<file path="src/aaf_pkg.sv">
// ----------------------------------------------------------------------------
// aaf_pkg
// Shared types and constants of the AVR-style ALU and status flag unit:
// operation codes, flag positions, register file geometry, payload structs.
// ----------------------------------------------------------------------------
package aaf_pkg;

    // Operation codes carried in the func field
    typedef enum logic [4:0] {
        FN_ADD  = 5'd0,
        FN_ADC  = 5'd1,
        FN_SUB  = 5'd2,
        FN_SBC  = 5'd3,
        FN_CP   = 5'd4,
        FN_CPC  = 5'd5,
        FN_AND  = 5'd6,
        FN_OR   = 5'd7,
        FN_EOR  = 5'd8,
        FN_COM  = 5'd9,
        FN_NEG  = 5'd10,
        FN_DEC  = 5'd11,
        FN_ASR  = 5'd12,
        FN_ROR  = 5'd13,
        FN_MOV  = 5'd14,
        FN_MOVW = 5'd15,
        FN_ADIW = 5'd16,
        FN_SBIW = 5'd17
    } func_t;

    // Status register bit positions
    localparam int unsigned FLAG_C = 0;
    localparam int unsigned FLAG_Z = 1;
    localparam int unsigned FLAG_N = 2;
    localparam int unsigned FLAG_V = 3;
    localparam int unsigned FLAG_S = 4;
    localparam int unsigned FLAG_H = 5;

    // Register file held as 16 rows of one register pair each
    localparam int unsigned RF_ROWS  = 16;
    localparam int unsigned ROW_W    = 16;
    localparam int unsigned ROW_AW   = $clog2(RF_ROWS);

    // Input item
    typedef struct packed {
        logic [4:0] func;
        logic [4:0] dest_reg;
        logic [4:0] src_reg;
        logic [7:0] immediate;
        logic       use_immediate;
    } in_item_t;

    // Result item
    typedef struct packed {
        logic [15:0] result_value;
        logic [7:0]  status_after;
    } out_item_t;

    // Register file write request from the execute logic
    typedef struct packed {
        logic              en;
        logic [ROW_AW-1:0] row;
        logic [ROW_W-1:0]  data;
    } rf_wr_t;

endpackage

</file>
<file path="src/aaf_ram.sv">
// ----------------------------------------------------------------------------
// aaf_ram
// Generic RAM: one write port, two read ports, registered read data that
// holds while read enable is low. A read in the cycle of a write to the same
// address returns the old contents.
// ----------------------------------------------------------------------------
module aaf_ram #(
    parameter int unsigned WIDTH = 16,
    parameter int unsigned DEPTH = 16
) (
    input  logic                     clk,
    input  logic                     wr_en,
    input  logic [$clog2(DEPTH)-1:0] wr_addr,
    input  logic [WIDTH-1:0]         wr_data,
    input  logic                     rd_en,
    input  logic [$clog2(DEPTH)-1:0] rd_addr_a,
    input  logic [$clog2(DEPTH)-1:0] rd_addr_b,
    output logic [WIDTH-1:0]         rd_data_a,
    output logic [WIDTH-1:0]         rd_data_b
);

    logic [WIDTH-1:0] mem [DEPTH];

    // Storage and registered read
    always_ff @(posedge clk)
    begin
        if (wr_en)
        begin
            mem[wr_addr] <= wr_data;
        end
        if (rd_en)
        begin
            rd_data_a <= mem[rd_addr_a];
            rd_data_b <= mem[rd_addr_b];
        end
    end

endmodule

</file>
<file path="src/aaf_exec.sv">
// ----------------------------------------------------------------------------
// aaf_exec
// Execute logic: byte and word arithmetic, logic, shifts and moves, new
// status flags and the register file write for one operation.
// ----------------------------------------------------------------------------
module aaf_exec
    import aaf_pkg::*;
(
    input  in_item_t        item,
    input  logic [ROW_W-1:0] a_row,   // row holding the destination register
    input  logic [ROW_W-1:0] b_row,   // row holding the source register
    input  logic [7:0]      sreg,
    output out_item_t       res,
    output rf_wr_t          wr
);

    // N, V, S and Z for a byte result
    function automatic logic [7:0] set_nvsz(logic [7:0] f, logic [7:0] xv, logic v);
        logic [7:0] r;
        r         = f;
        r[FLAG_N] = xv[7];
        r[FLAG_V] = v;
        r[FLAG_S] = xv[7] ^ v;
        r[FLAG_Z] = (xv == 8'h00);
        return r;
    endfunction

    logic [7:0]  a;
    logic [7:0]  b;
    logic [7:0]  x;
    logic [7:0]  vec;
    logic        cin;
    logic        nc;
    logic [15:0] xw;
    logic [15:0] k;
    logic [7:0]  flg;
    logic        byte_wr;

    // Operand selection
    assign a = item.dest_reg[0] ? a_row[15:8] : a_row[7:0];
    assign b = item.use_immediate ? item.immediate
                                  : (item.src_reg[0] ? b_row[15:8] : b_row[7:0]);
    assign k = {10'd0, item.immediate[5:0]};

    // Operation decode and flag update
    always_comb
    begin
        x       = 8'h00;
        vec     = 8'h00;
        cin     = 1'b0;
        nc      = 1'b0;
        xw      = 16'h0000;
        flg     = sreg;
        byte_wr = 1'b0;
        res.result_value = 16'h0000;
        wr.en   = 1'b0;
        wr.row  = item.dest_reg[4:1];
        wr.data = a_row;

        case (item.func)
            FN_ADD, FN_ADC:
            begin
                cin = (item.func == FN_ADC) & sreg[FLAG_C];
                x   = a + b + {7'd0, cin};
                vec = (a & b) | (b & ~x) | (~x & a);
                flg = set_nvsz(flg, x, ((a[7] & b[7] & ~x[7]) | (~a[7] & ~b[7] & x[7])));
                flg[FLAG_H] = vec[3];
                flg[FLAG_C] = vec[7];
                byte_wr = 1'b1;
            end
            FN_SUB, FN_SBC, FN_CP, FN_CPC:
            begin
                cin = ((item.func == FN_SBC) || (item.func == FN_CPC)) & sreg[FLAG_C];
                x   = a - b - {7'd0, cin};
                vec = (~a & b) | (b & x) | (x & ~a);
                flg = set_nvsz(flg, x, ((a[7] & ~b[7] & ~x[7]) | (~a[7] & b[7] & x[7])));
                // carry-chained forms keep Z only through a zero result
                if ((item.func == FN_SBC) || (item.func == FN_CPC))
                begin
                    flg[FLAG_Z] = sreg[FLAG_Z] & (x == 8'h00);
                end
                flg[FLAG_H] = vec[3];
                flg[FLAG_C] = vec[7];
                byte_wr = (item.func == FN_SUB) || (item.func == FN_SBC);
            end
            FN_AND, FN_OR, FN_EOR:
            begin
                if (item.func == FN_AND)
                begin
                    x = a & b;
                end
                else if (item.func == FN_OR)
                begin
                    x = a | b;
                end
                else
                begin
                    x = a ^ b;
                end
                flg = set_nvsz(flg, x, 1'b0);
                byte_wr = 1'b1;
            end
            FN_COM:
            begin
                x   = ~a;
                flg = set_nvsz(flg, x, 1'b0);
                flg[FLAG_C] = 1'b1;
                byte_wr = 1'b1;
            end
            FN_NEG:
            begin
                x   = 8'h00 - a;
                flg = set_nvsz(flg, x, (x == 8'h80));
                flg[FLAG_H] = x[3] | a[3];
                flg[FLAG_C] = (x != 8'h00);
                byte_wr = 1'b1;
            end
            FN_DEC:
            begin
                x   = a - 8'h01;
                flg = set_nvsz(flg, x, (x == 8'h7f));
                byte_wr = 1'b1;
            end
            FN_ASR, FN_ROR:
            begin
                nc  = a[0];
                x   = {((item.func == FN_ASR) ? a[7] : sreg[FLAG_C]), a[7:1]};
                flg = set_nvsz(flg, x, x[7] ^ nc);
                flg[FLAG_C] = nc;
                byte_wr = 1'b1;
            end
            FN_MOV:
            begin
                x       = b;
                byte_wr = 1'b1;
            end
            FN_MOVW:
            begin
                res.result_value = b_row;
                wr.en   = 1'b1;
                wr.data = b_row;
            end
            FN_ADIW, FN_SBIW:
            begin
                if (item.func == FN_ADIW)
                begin
                    xw = a_row + k;
                    flg[FLAG_V] = ~a_row[15] & xw[15];
                    flg[FLAG_C] = ~xw[15] & a_row[15];
                end
                else
                begin
                    xw = a_row - k;
                    flg[FLAG_V] = a_row[15] & ~xw[15];
                    flg[FLAG_C] = xw[15] & ~a_row[15];
                end
                flg[FLAG_N] = xw[15];
                flg[FLAG_S] = xw[15] ^ flg[FLAG_V];
                flg[FLAG_Z] = (xw == 16'h0000);
                res.result_value = xw;
                wr.en   = 1'b1;
                wr.data = xw;
            end
            default:
            begin
                // unknown code: no state change
                flg = sreg;
            end
        endcase

        // byte results merge into their half of the pair row
        if ((item.func != FN_MOVW) && (item.func != FN_ADIW) && (item.func != FN_SBIW)
            && (item.func <= FN_SBIW))
        begin
            res.result_value = {8'h00, x};
        end
        if (byte_wr)
        begin
            wr.en   = 1'b1;
            wr.data = item.dest_reg[0] ? {x, a_row[7:0]} : {a_row[15:8], x};
        end
        res.status_after = flg;
    end

endmodule

</file>
<file path="src/avr_alu_flag_unit.sv">
// ----------------------------------------------------------------------------
// avr_alu_flag_unit
// Execute unit of an 8-bit AVR-style core: register file of 32 bytes, status
// register, byte and word ALU operations with one result per operation.
//
//   Channel   Signals                              Direction
//   item      item_valid, item_stall, item         operation in
//   result    result_valid, result_stall, result   value and flags out
//
// Two register stages: the stage register (with register file read), then the
// result register. One operation per cycle sustained while the result is not
// stalled, set by the single pass through the execute logic between the stage
// register and the result register.
// The register file is a two-read RAM of 16 pair rows; the last write is
// forwarded to the next operation. Reset clears the status register and the
// row valid bits at once, so every register reads zero; no clearing pass.
// A stalled result holds; item_stall rises only when the stage is also full.
// ----------------------------------------------------------------------------
module avr_alu_flag_unit
    import aaf_pkg::*;
(
    input  logic      clk,
    input  logic      rst_n,
    input  logic      item_valid,
    output logic      item_stall,
    input  in_item_t  item,
    output logic      result_valid,
    input  logic      result_stall,
    output out_item_t result
);

    logic              s1_valid_reg;
    in_item_t          s1_item_reg;
    logic [RF_ROWS-1:0] row_valid_reg;
    logic              lw_valid_reg;
    logic [ROW_AW-1:0] lw_row_reg;
    logic [ROW_W-1:0]  lw_data_reg;
    logic [7:0]        sreg_reg;
    logic              out_valid_reg;
    out_item_t         out_item_reg;

    logic              accept;
    logic              s1_fire;
    logic [ROW_W-1:0]  ram_a;
    logic [ROW_W-1:0]  ram_b;
    logic [ROW_W-1:0]  a_row;
    logic [ROW_W-1:0]  b_row;
    logic [ROW_AW-1:0] a_addr;
    logic [ROW_AW-1:0] b_addr;
    out_item_t         ex_res;
    rf_wr_t            ex_wr;

    // Handshake
    assign s1_fire    = s1_valid_reg && (!out_valid_reg || !result_stall);
    assign item_stall = s1_valid_reg && !s1_fire;
    assign accept     = item_valid && !item_stall;

    assign result_valid = out_valid_reg;
    assign result       = out_item_reg;

    // Register file, read on transfer
    aaf_ram #(
        .WIDTH (ROW_W),
        .DEPTH (RF_ROWS)
    ) u_rf (
        .clk       (clk),
        .wr_en     (s1_fire && ex_wr.en),
        .wr_addr   (ex_wr.row),
        .wr_data   (ex_wr.data),
        .rd_en     (accept),
        .rd_addr_a (item.dest_reg[4:1]),
        .rd_addr_b (item.src_reg[4:1]),
        .rd_data_a (ram_a),
        .rd_data_b (ram_b)
    );

    // Forward last write, rows never written read as zero
    assign a_addr = s1_item_reg.dest_reg[4:1];
    assign b_addr = s1_item_reg.src_reg[4:1];

    always_comb
    begin
        if (lw_valid_reg && (lw_row_reg == a_addr))
        begin
            a_row = lw_data_reg;
        end
        else if (row_valid_reg[a_addr])
        begin
            a_row = ram_a;
        end
        else
        begin
            a_row = '0;
        end

        if (lw_valid_reg && (lw_row_reg == b_addr))
        begin
            b_row = lw_data_reg;
        end
        else if (row_valid_reg[b_addr])
        begin
            b_row = ram_b;
        end
        else
        begin
            b_row = '0;
        end
    end

    aaf_exec u_exec (
        .item  (s1_item_reg),
        .a_row (a_row),
        .b_row (b_row),
        .sreg  (sreg_reg),
        .res   (ex_res),
        .wr    (ex_wr)
    );

    // Control state
    always_ff @(posedge clk or negedge rst_n)
    begin
        if (!rst_n)
        begin
            s1_valid_reg  <= 1'b0;
            out_valid_reg <= 1'b0;
            row_valid_reg <= '0;
            lw_valid_reg  <= 1'b0;
            sreg_reg      <= 8'h00;
        end
        else
        begin
            if (accept)
            begin
                s1_valid_reg <= 1'b1;
            end
            else if (s1_fire)
            begin
                s1_valid_reg <= 1'b0;
            end

            if (s1_fire)
            begin
                out_valid_reg <= 1'b1;
                sreg_reg      <= ex_res.status_after;
                if (ex_wr.en)
                begin
                    row_valid_reg[ex_wr.row] <= 1'b1;
                    lw_valid_reg             <= 1'b1;
                end
            end
            else if (!result_stall)
            begin
                out_valid_reg <= 1'b0;
            end
        end
    end

    // Payload registers
    always_ff @(posedge clk)
    begin
        if (accept)
        begin
            s1_item_reg <= item;
        end
        if (s1_fire)
        begin
            out_item_reg <= ex_res;
            if (ex_wr.en)
            begin
                lw_row_reg  <= ex_wr.row;
                lw_data_reg <= ex_wr.data;
            end
        end
    end

endmodule
</file>
<file path="config.mk">
export PLATFORM = sky130hd
export DESIGN_NAME = avr_alu_flag_unit
export DESIGN_NICKNAME = d
export VERILOG_FILES = /design/src/aaf_pkg.sv /design/src/aaf_ram.sv /design/src/aaf_exec.sv /design/src/avr_alu_flag_unit.sv
export SDC_FILE = /design/constraint.sdc
export NUM_CORES = 1
export LEC_CHECK = 0
export BUFFER_PORTS_ARGS = -buffer_cell sky130_fd_sc_hd__buf_2
export CORE_UTILIZATION = 65
export DETAILED_ROUTE_END_ITERATION = 10
export PLACE_DENSITY = 0.82
export RECOVER_POWER = 50
export SLEW_MARGIN = 20
export SYNTH_ARGS = -nofsm -noshare
export SYNTH_HDL_FRONTEND = slang
export SYNTH_SLANG_ARGS = --single-unit
</file>
<file path="constraint.sdc">
create_clock -name clk -period 9.34 [get_ports clk]
set_clock_uncertainty 0.2 [all_clocks]
set_input_delay 1.401 -clock clk [delete_from_list [all_inputs] [get_ports clk]]
set_output_delay 1.401 -clock clk [all_outputs]
set_load 0.01 [all_outputs]
</file>
## Word-level counts from Yosys, hierarchy flattened

Memories as Yosys holds them, arrays and structs flattened. A register that Yosys moved wholly into a read port is not among the register bits.
Cells that the tools add are included.

- Register bits: 95
- Bits in writable memories: 256
- Output and inout bits: 26
- Memories: 1

Memory list:

| memory | words | width | read ports | clocked after Yosys merged registers in | write ports | RTL line | text |
|---|---|---|---|---|---|---|---|
| u_rf.mem | 16 | 16 | 2 | 2 | 1 | aaf_ram.sv:22 | `logic [WIDTH-1:0] mem [DEPTH];` |

- $add $sub $neg: 8
- Order comparisons: 4
- Equality and inequality tests: 25
- Multiplexer cells: 40
- Bitwise gates (word level): 47
- Reductions and logical operators: 36

Operators by type and width:

| operator | count |
|---|---|
| 16-bit 2-to-1 mux | 8 |
| 16-bit case mux with 2 select lines | 2 |
| 8-bit case mux with 8 select lines | 1 |
| 8-bit zero test | 7 |
| 8-bit 2-to-1 mux | 7 |
| 8-bit AND | 6 |
| 5-bit by 4-bit equality test with 1-bit output (second input constant) | 8 |
| 8-bit OR | 5 |
| 5-bit case mux with 8 select lines | 1 |
| 5-bit by 3-bit equality test with 1-bit output (second input constant) | 4 |
| 16-bit by 6-bit adder with 16-bit output | 1 |
| 16-bit zero test | 1 |
| 1-bit 2-to-1 mux | 16 |
| 8-bit NOT | 2 |
| 16-bit OR | 1 |
| 16-bit by 6-bit subtractor with 16-bit output | 1 |
| 1-bit AND | 15 |
| 11-bit OR reduction | 1 |
| 5-bit by 2-bit equality test with 1-bit output (second input constant) | 2 |
| 5-bit equality test (second input constant) | 2 |
| 1-bit logical AND | 10 |
| 4-bit by 5-bit < comparator with 1-bit output (second input constant) | 2 |
| 5-bit != test (second input constant) | 2 |
| 8-bit by 1-bit adder with 8-bit output | 1 |
| 30 further kinds | 54 |

## Logic depth before layout (Yosys ltp)

- Depth in word-level cells: 13
- Depth in mapped cells: 26
- Mapped depth without buffers: 24

## Hierarchy

From an unflattened synthesis, not the netlist that was laid out.

- Cells, all modules: 1435
- Area, all modules: 20738.6 um2

By module, submodules not included:

| module | times used | cells each | area each (um2) | seq. area each (um2) |
|---|---|---|---|---|
| aaf_ram | 1 | 585 | 12680.9 | 8648.3 |
| aaf_exec | 1 | 609 | 4129.0 | 0.0 |
| avr_alu_flag_unit | 1 | 241 | 3928.8 | 2717.6 |

## Worst setup path before layout

No wires, ideal clock.

- Path type: register to register
- Start point: register s1_item_reg, in the netlist b_addr[0]
- End point: register lw_data_reg[14] (data pin)
- Setup time: 390 ps
- Arrival time: 5075 ps
- Required time: 8750 ps
- Slack: 3675 ps
- Cell stages (with the launch flop): 22
- Buffers on the path: 3
- Cell sequence: edfxtp_1 > clkbuf_1 > xor2_1 > nor4_1 > clkbuf_1 > clkbuf_1 > nand2_1 > o21ai_0 > mux2i_1 > o21ai_0 > fa_1 > inv_1 > fa_1 > or2_2 > a21oi_1 > o21bai_1 > a21oi_1 > xnor2_1 > a221oi_1 > o221ai_1 > a211oi_1 > o221ai_1

RTL lines:

| element | RTL line | text |
|---|---|---|
| start, declared | avr_alu_flag_unit.sv:33 | `in_item_t s1_item_reg;` |
| start signal, assigned | avr_alu_flag_unit.sv:163 | `s1_item_reg <= item;` |
| end signal, assigned | avr_alu_flag_unit.sv:171 | `lw_data_reg <= ex_wr.data;` |
| end, declared | avr_alu_flag_unit.sv:37 | `logic [ROW_W-1:0] lw_data_reg;` |

==> run_summary.xml <==
<?xml version="1.0" encoding="UTF-8"?>
<metrics>
  <group name="cts">
    <metric name="postCtsSetupRepairBufs" unit="">0</metric>
    <metric name="tritoncts_clock_tree" unit="">yes</metric>
    <metric name="cts_max_path_buffers" unit="">3</metric>
    <metric name="clkSlewWorstSetupHoldPaths" unit="ns">0.06</metric>
    <metric name="cts_max_level" unit="">2</metric>
    <metric name="holdBufCountCts" unit="">0</metric>
    <metric name="cts_made_buffers" unit="">40</metric>
    <metric name="cts-resized-gates" unit="">0</metric>
    <metric name="clkLatencyLatePin" unit="ns">0.60</metric>
    <metric name="root_buffer" unit="">clkbuf_16</metric>
    <metric name="cts.sinks" unit="">379</metric>
  </group>
  <group name="worst_setup_path">
    <metric name="maximum_single_stage_delay_on_the_critical_path" unit="ns">0.87</metric>
    <metric name="cp_data_required_time" unit="ns">9.57</metric>
    <metric name="nature_of_the_critical_path_endpoint" unit="">flip-flop</metric>
    <metric name="crit_type" unit="">flip-flop to flip-flop</metric>
    <metric name="path_max_fanout" unit="">15</metric>
    <metric name="path_delay_family" unit="">compound AO/OA/AOI/OAI gates</metric>
    <metric name="worstSetupStartpointType" unit="">flip-flop</metric>
    <metric name="worstPathCellList" unit="">mux2_2 -&gt; a2bb2oi_2 -&gt; and3b_1 -&gt; nor2_1 -&gt; o21ai_0 -&gt; ha_1 -&gt; nand2b_1 -&gt; a221o_1 -&gt; a21oi_1 -&gt; inv_1 -&gt; nor4_1 -&gt; ha_1 -&gt; nand2_1 -&gt; o21ai_0 -&gt; and3_1 -&gt; nand3_1 -&gt; a2111o_1 -&gt; nor4_1 -&gt; a41oi_1 -&gt; a21oi_1</metric>
    <metric name="worst-endpoint-arrival" unit="ns">7.48</metric>
    <metric name="timing.critical_path.buf_inv" unit="">1</metric>
    <metric name="crit_slowest_cell" unit="">o21ai_0</metric>
  </group>
  <group name="die">
    <metric name="initial_standard_cell_utilization_of_the_core" unit="%">66.1</metric>
    <metric name="die_h" unit="um">181</metric>
    <metric name="placementRows" unit="">65</metric>
    <metric name="die_area" unit="mm^2">0.0329</metric>
    <metric name="floorplan.io_pins" unit="">54</metric>
    <metric name="dieWidth" unit="um">181</metric>
    <metric name="fp.coreArea" unit="mm^2">0.0316</metric>
  </group>
  <group name="synthesis">
    <metric name="seq_area_frac_synth" unit="%">53.8</metric>
    <metric name="postSynthRegisterBits" unit="">379</metric>
    <metric name="syn-cell-area" unit="mm^2">0.0209</metric>
    <metric name="yosys_warnings" unit="">0</metric>
    <metric name="async_flop_share" unit="%">6.60</metric>
    <metric name="synth_enable_flop_cells" unit="">354</metric>
    <metric name="synthesis.instances" unit="">1498</metric>
    <metric name="dominant_synthesized_flop_cell" unit="">edfxtp_1</metric>
    <metric name="synth.lib_cells_used.distinct" unit="">90</metric>
    <metric name="synthesis.area_per_instance" unit="um^2">14.0</metric>
  </group>
  <group name="routing">
    <metric name="drc_errors" unit="">0</metric>
    <metric name="routed-wl-met3" unit="mm">8.14</metric>
    <metric name="topRoutingLayerUsed" unit="">met5</metric>
    <metric name="via_per_inst" unit="">7.72</metric>
    <metric name="drt-met1-wl" unit="mm">23.2</metric>
    <metric name="detailedRoute.firstIterationViolations" unit="">2313</metric>
    <metric name="wirelength" unit="mm">69.8</metric>
    <metric name="detail_route.first_pass.iterations" unit="">6</metric>
    <metric name="dr_total_vias" unit="">15300</metric>
    <metric name="detailroute.wirelength.met2" unit="mm">33.4</metric>
    <metric name="ant_nets" unit="">0</metric>
    <metric name="drt-wirelength-per-cell" unit="um">35.1</metric>
  </group>
  <group name="sta">
    <metric name="tightestPinTransition" unit="ns">4.34</metric>
    <metric name="minimum_period_implied_by_the_final_worst_setup_slack" unit="ns">7.25</metric>
    <metric name="timing.setup.tns" unit="ns">0</metric>
    <metric name="timing.final.setup_violations" unit="">0</metric>
    <metric name="postLayoutSetupSlackWorst" unit="ns">2.09</metric>
    <metric name="fin_hold_ws" unit="ns">0.288</metric>
    <metric name="fmax" unit="GHz">0.138</metric>
    <metric name="final-hold-violation-count" unit="">0</metric>
    <metric name="final_min_period_over_clock_period" unit="%">77.7</metric>
    <metric name="worst_slew_margin_rel" unit="%">-189</metric>
    <metric name="grt_setup_unrepaired" unit="">false</metric>
    <metric name="number_of_slew_limit_violations_in_the_final_report" unit="">534</metric>
  </group>
  <group name="finish">
    <metric name="final_area" unit="mm^2">0.0229</metric>
    <metric name="largest_register_ff_count" unit="">256</metric>
    <metric name="final_common_cell" unit="">edfxtp_1</metric>
    <metric name="antenna_cells" unit="">0</metric>
    <metric name="regMostFlops" unit="">u_rf.mem</metric>
    <metric name="finish.cell_count_without_fillers" unit="">1986</metric>
    <metric name="fraction_of_layout_instances_using_a_drive_strength_above_1" unit="%">21.3</metric>
    <metric name="finish.net_count" unit="">1640</metric>
    <metric name="flow.area_growth_from_synthesis" unit="%">9.62</metric>
    <metric name="commonest_cells_after_routing_fill_and_taps_aside" unit="">edfxtp_1 (354), mux4_2 (168), nand2_1 (113)</metric>
    <metric name="postLayoutCoreUtil" unit="%">72.5</metric>
  </group>
  <group name="power">
    <metric name="ir_worst_vdd" unit="V">0.000270</metric>
    <metric name="finalPower" unit="mW">4.83</metric>
    <metric name="cellPowerDensity" unit="mW/mm^2">211</metric>
    <metric name="leakage" unit="nW">7.87</metric>
  </group>
  <group name="run_status">
    <metric name="violations" unit="">capacitance limit, slew limit</metric>
    <metric name="outcome" unit="">finished with violations</metric>
  </group>
  <group name="grt">
    <metric name="grt_first_pass_wirelength" unit="mm">102</metric>
    <metric name="track_usage" unit="%">43.7</metric>
    <metric name="antenna_violations_before_repair" unit="">1</metric>
    <metric name="grt_overflow" unit="">0</metric>
    <metric name="grt_pass1_vias" unit="">15300</metric>
    <metric name="grt_start_max_net_pins" unit="">66</metric>
  </group>
  <group name="placement">
    <metric name="gpl.final_weighted_congestion" unit="">1.06</metric>
    <metric name="placed_cells" unit="">1913</metric>
    <metric name="buffer_ports.inserted" unit="">51</metric>
    <metric name="preCtsSetupSlack" unit="ns">2.38</metric>
    <metric name="placed_cell_area" unit="mm^2">0.0217</metric>
    <metric name="detailed_placement_hpwl" unit="mm">44.2</metric>
  </group>
  <group name="hold_path">
    <metric name="tightest_hold_check_type" unit="">flip-flop to flip-flop</metric>
  </group>
  <group name="flow_run">
    <metric name="drv_cap" unit="">21</metric>
  </group>
</metrics>
## kinds of logic after synthesis
family | synth area share [%]
compound gates | 9.75
xor+xnor | 1.68
fa+ha+maj | 3.82
buf+inv | 2.82
flops | 53.8
mux | 19.1
other cells | 0.0179
simple gates | 8.95
## path summary, 6_finish.rpt
check / end / depth (start not counted) / slack [ns] / from
setup / recovery: result[1] / 20 / 2.09 / a_addr[3]
max in group asynchronous: row_valid_reg[4] / 1 / 6.84 / rst_n
hold / removal: row_valid_reg[1] / 1 / 0.29 / row_valid_reg[1]
min in group asynchronous: row_valid_reg[14] / 1 / 1.07 / rst_n
hold reg to reg: row_valid_reg[1] / 1 / 0.29 / row_valid_reg[1]
setup reg to reg: result[1] / 20 / 2.09 / a_addr[3]
## cells in the mapped netlist, types with 5 or more instances
library cell | instances | area (um^2)
edfxtp_1 | 354 | 10600
mux4_2 | 168 | 3780
nand2_1 | 113 | 424
nor2_1 | 100 | 375
a21oi_1 | 67 | 335
o21ai_0 | 65 | 325
inv_1 | 57 | 214
ha_1 | 51 | 638
clkbuf_1 | 49 | 184
nor3_1 | 34 | 170
buf_1 | 25 | 93.8
dfrtp_1 | 25 | 626
xnor2_1 | 25 | 219
or2_2 | 20 | 125
a211oi_1 | 18 | 135
nand3_1 | 18 | 90.1
a31oi_1 | 17 | 106
mux2i_1 | 17 | 170
nand2b_1 | 17 | 106
o221ai_1 | 17 | 149
xor2_1 | 15 | 131
and2_1 | 14 | 87.6
o211ai_1 | 13 | 97.6
nor4_1 | 10 | 62.6
or3_1 | 10 | 62.6
a221oi_1 | 9 | 78.8
a22oi_1 | 9 | 67.6
o22ai_1 | 9 | 56.3
fa_1 | 8 | 160
nor2b_1 | 8 | 50.1
a211o_1 | 7 | 61.3
and3_1 | 7 | 43.8
nand4_1 | 7 | 43.8
o31ai_1 | 7 | 52.6
a21o_1 | 6 | 45.0
o21a_1 | 6 | 45.0
buf_4 | 5 | 37.5
or4_1 | 5 | 37.5
## layout make-up
| class | instances | area, um^2 |
|---|---|---|
| repair buffers | 98 | 504 |
| multi-input cells | 974 | 9110 |
| well taps | 402 | 503 |
| clock buffers | 53 | 1090 |
| flip-flops and latches | 379 | 11300 |
| fillers | 1992 | 8720 |
| inverters | 60 | 225 |
| clock inverters | 20 | 233 |
## power breakdown
group | leakage (nW) | total [mW] | internal [mW] | switching [mW]
clock network | 0.629 | 1.64 | 0.921 | 0.716
logic | 3.65 | 1.11 | 0.403 | 0.706
registers | 3.59 | 2.09 | 2.01 | 0.0760
## per-layer routing
layer | vias to the layer above | GRT usage (%)
li1 | 6068 | -
met4 | 2 | 27.3
met1 | 7534 | 54.4
met3 | 342 | 10.2
met2 | 1382 | 69.9
met5 | - | 0
No activity file was read; power rests on OpenSTA's default activity.
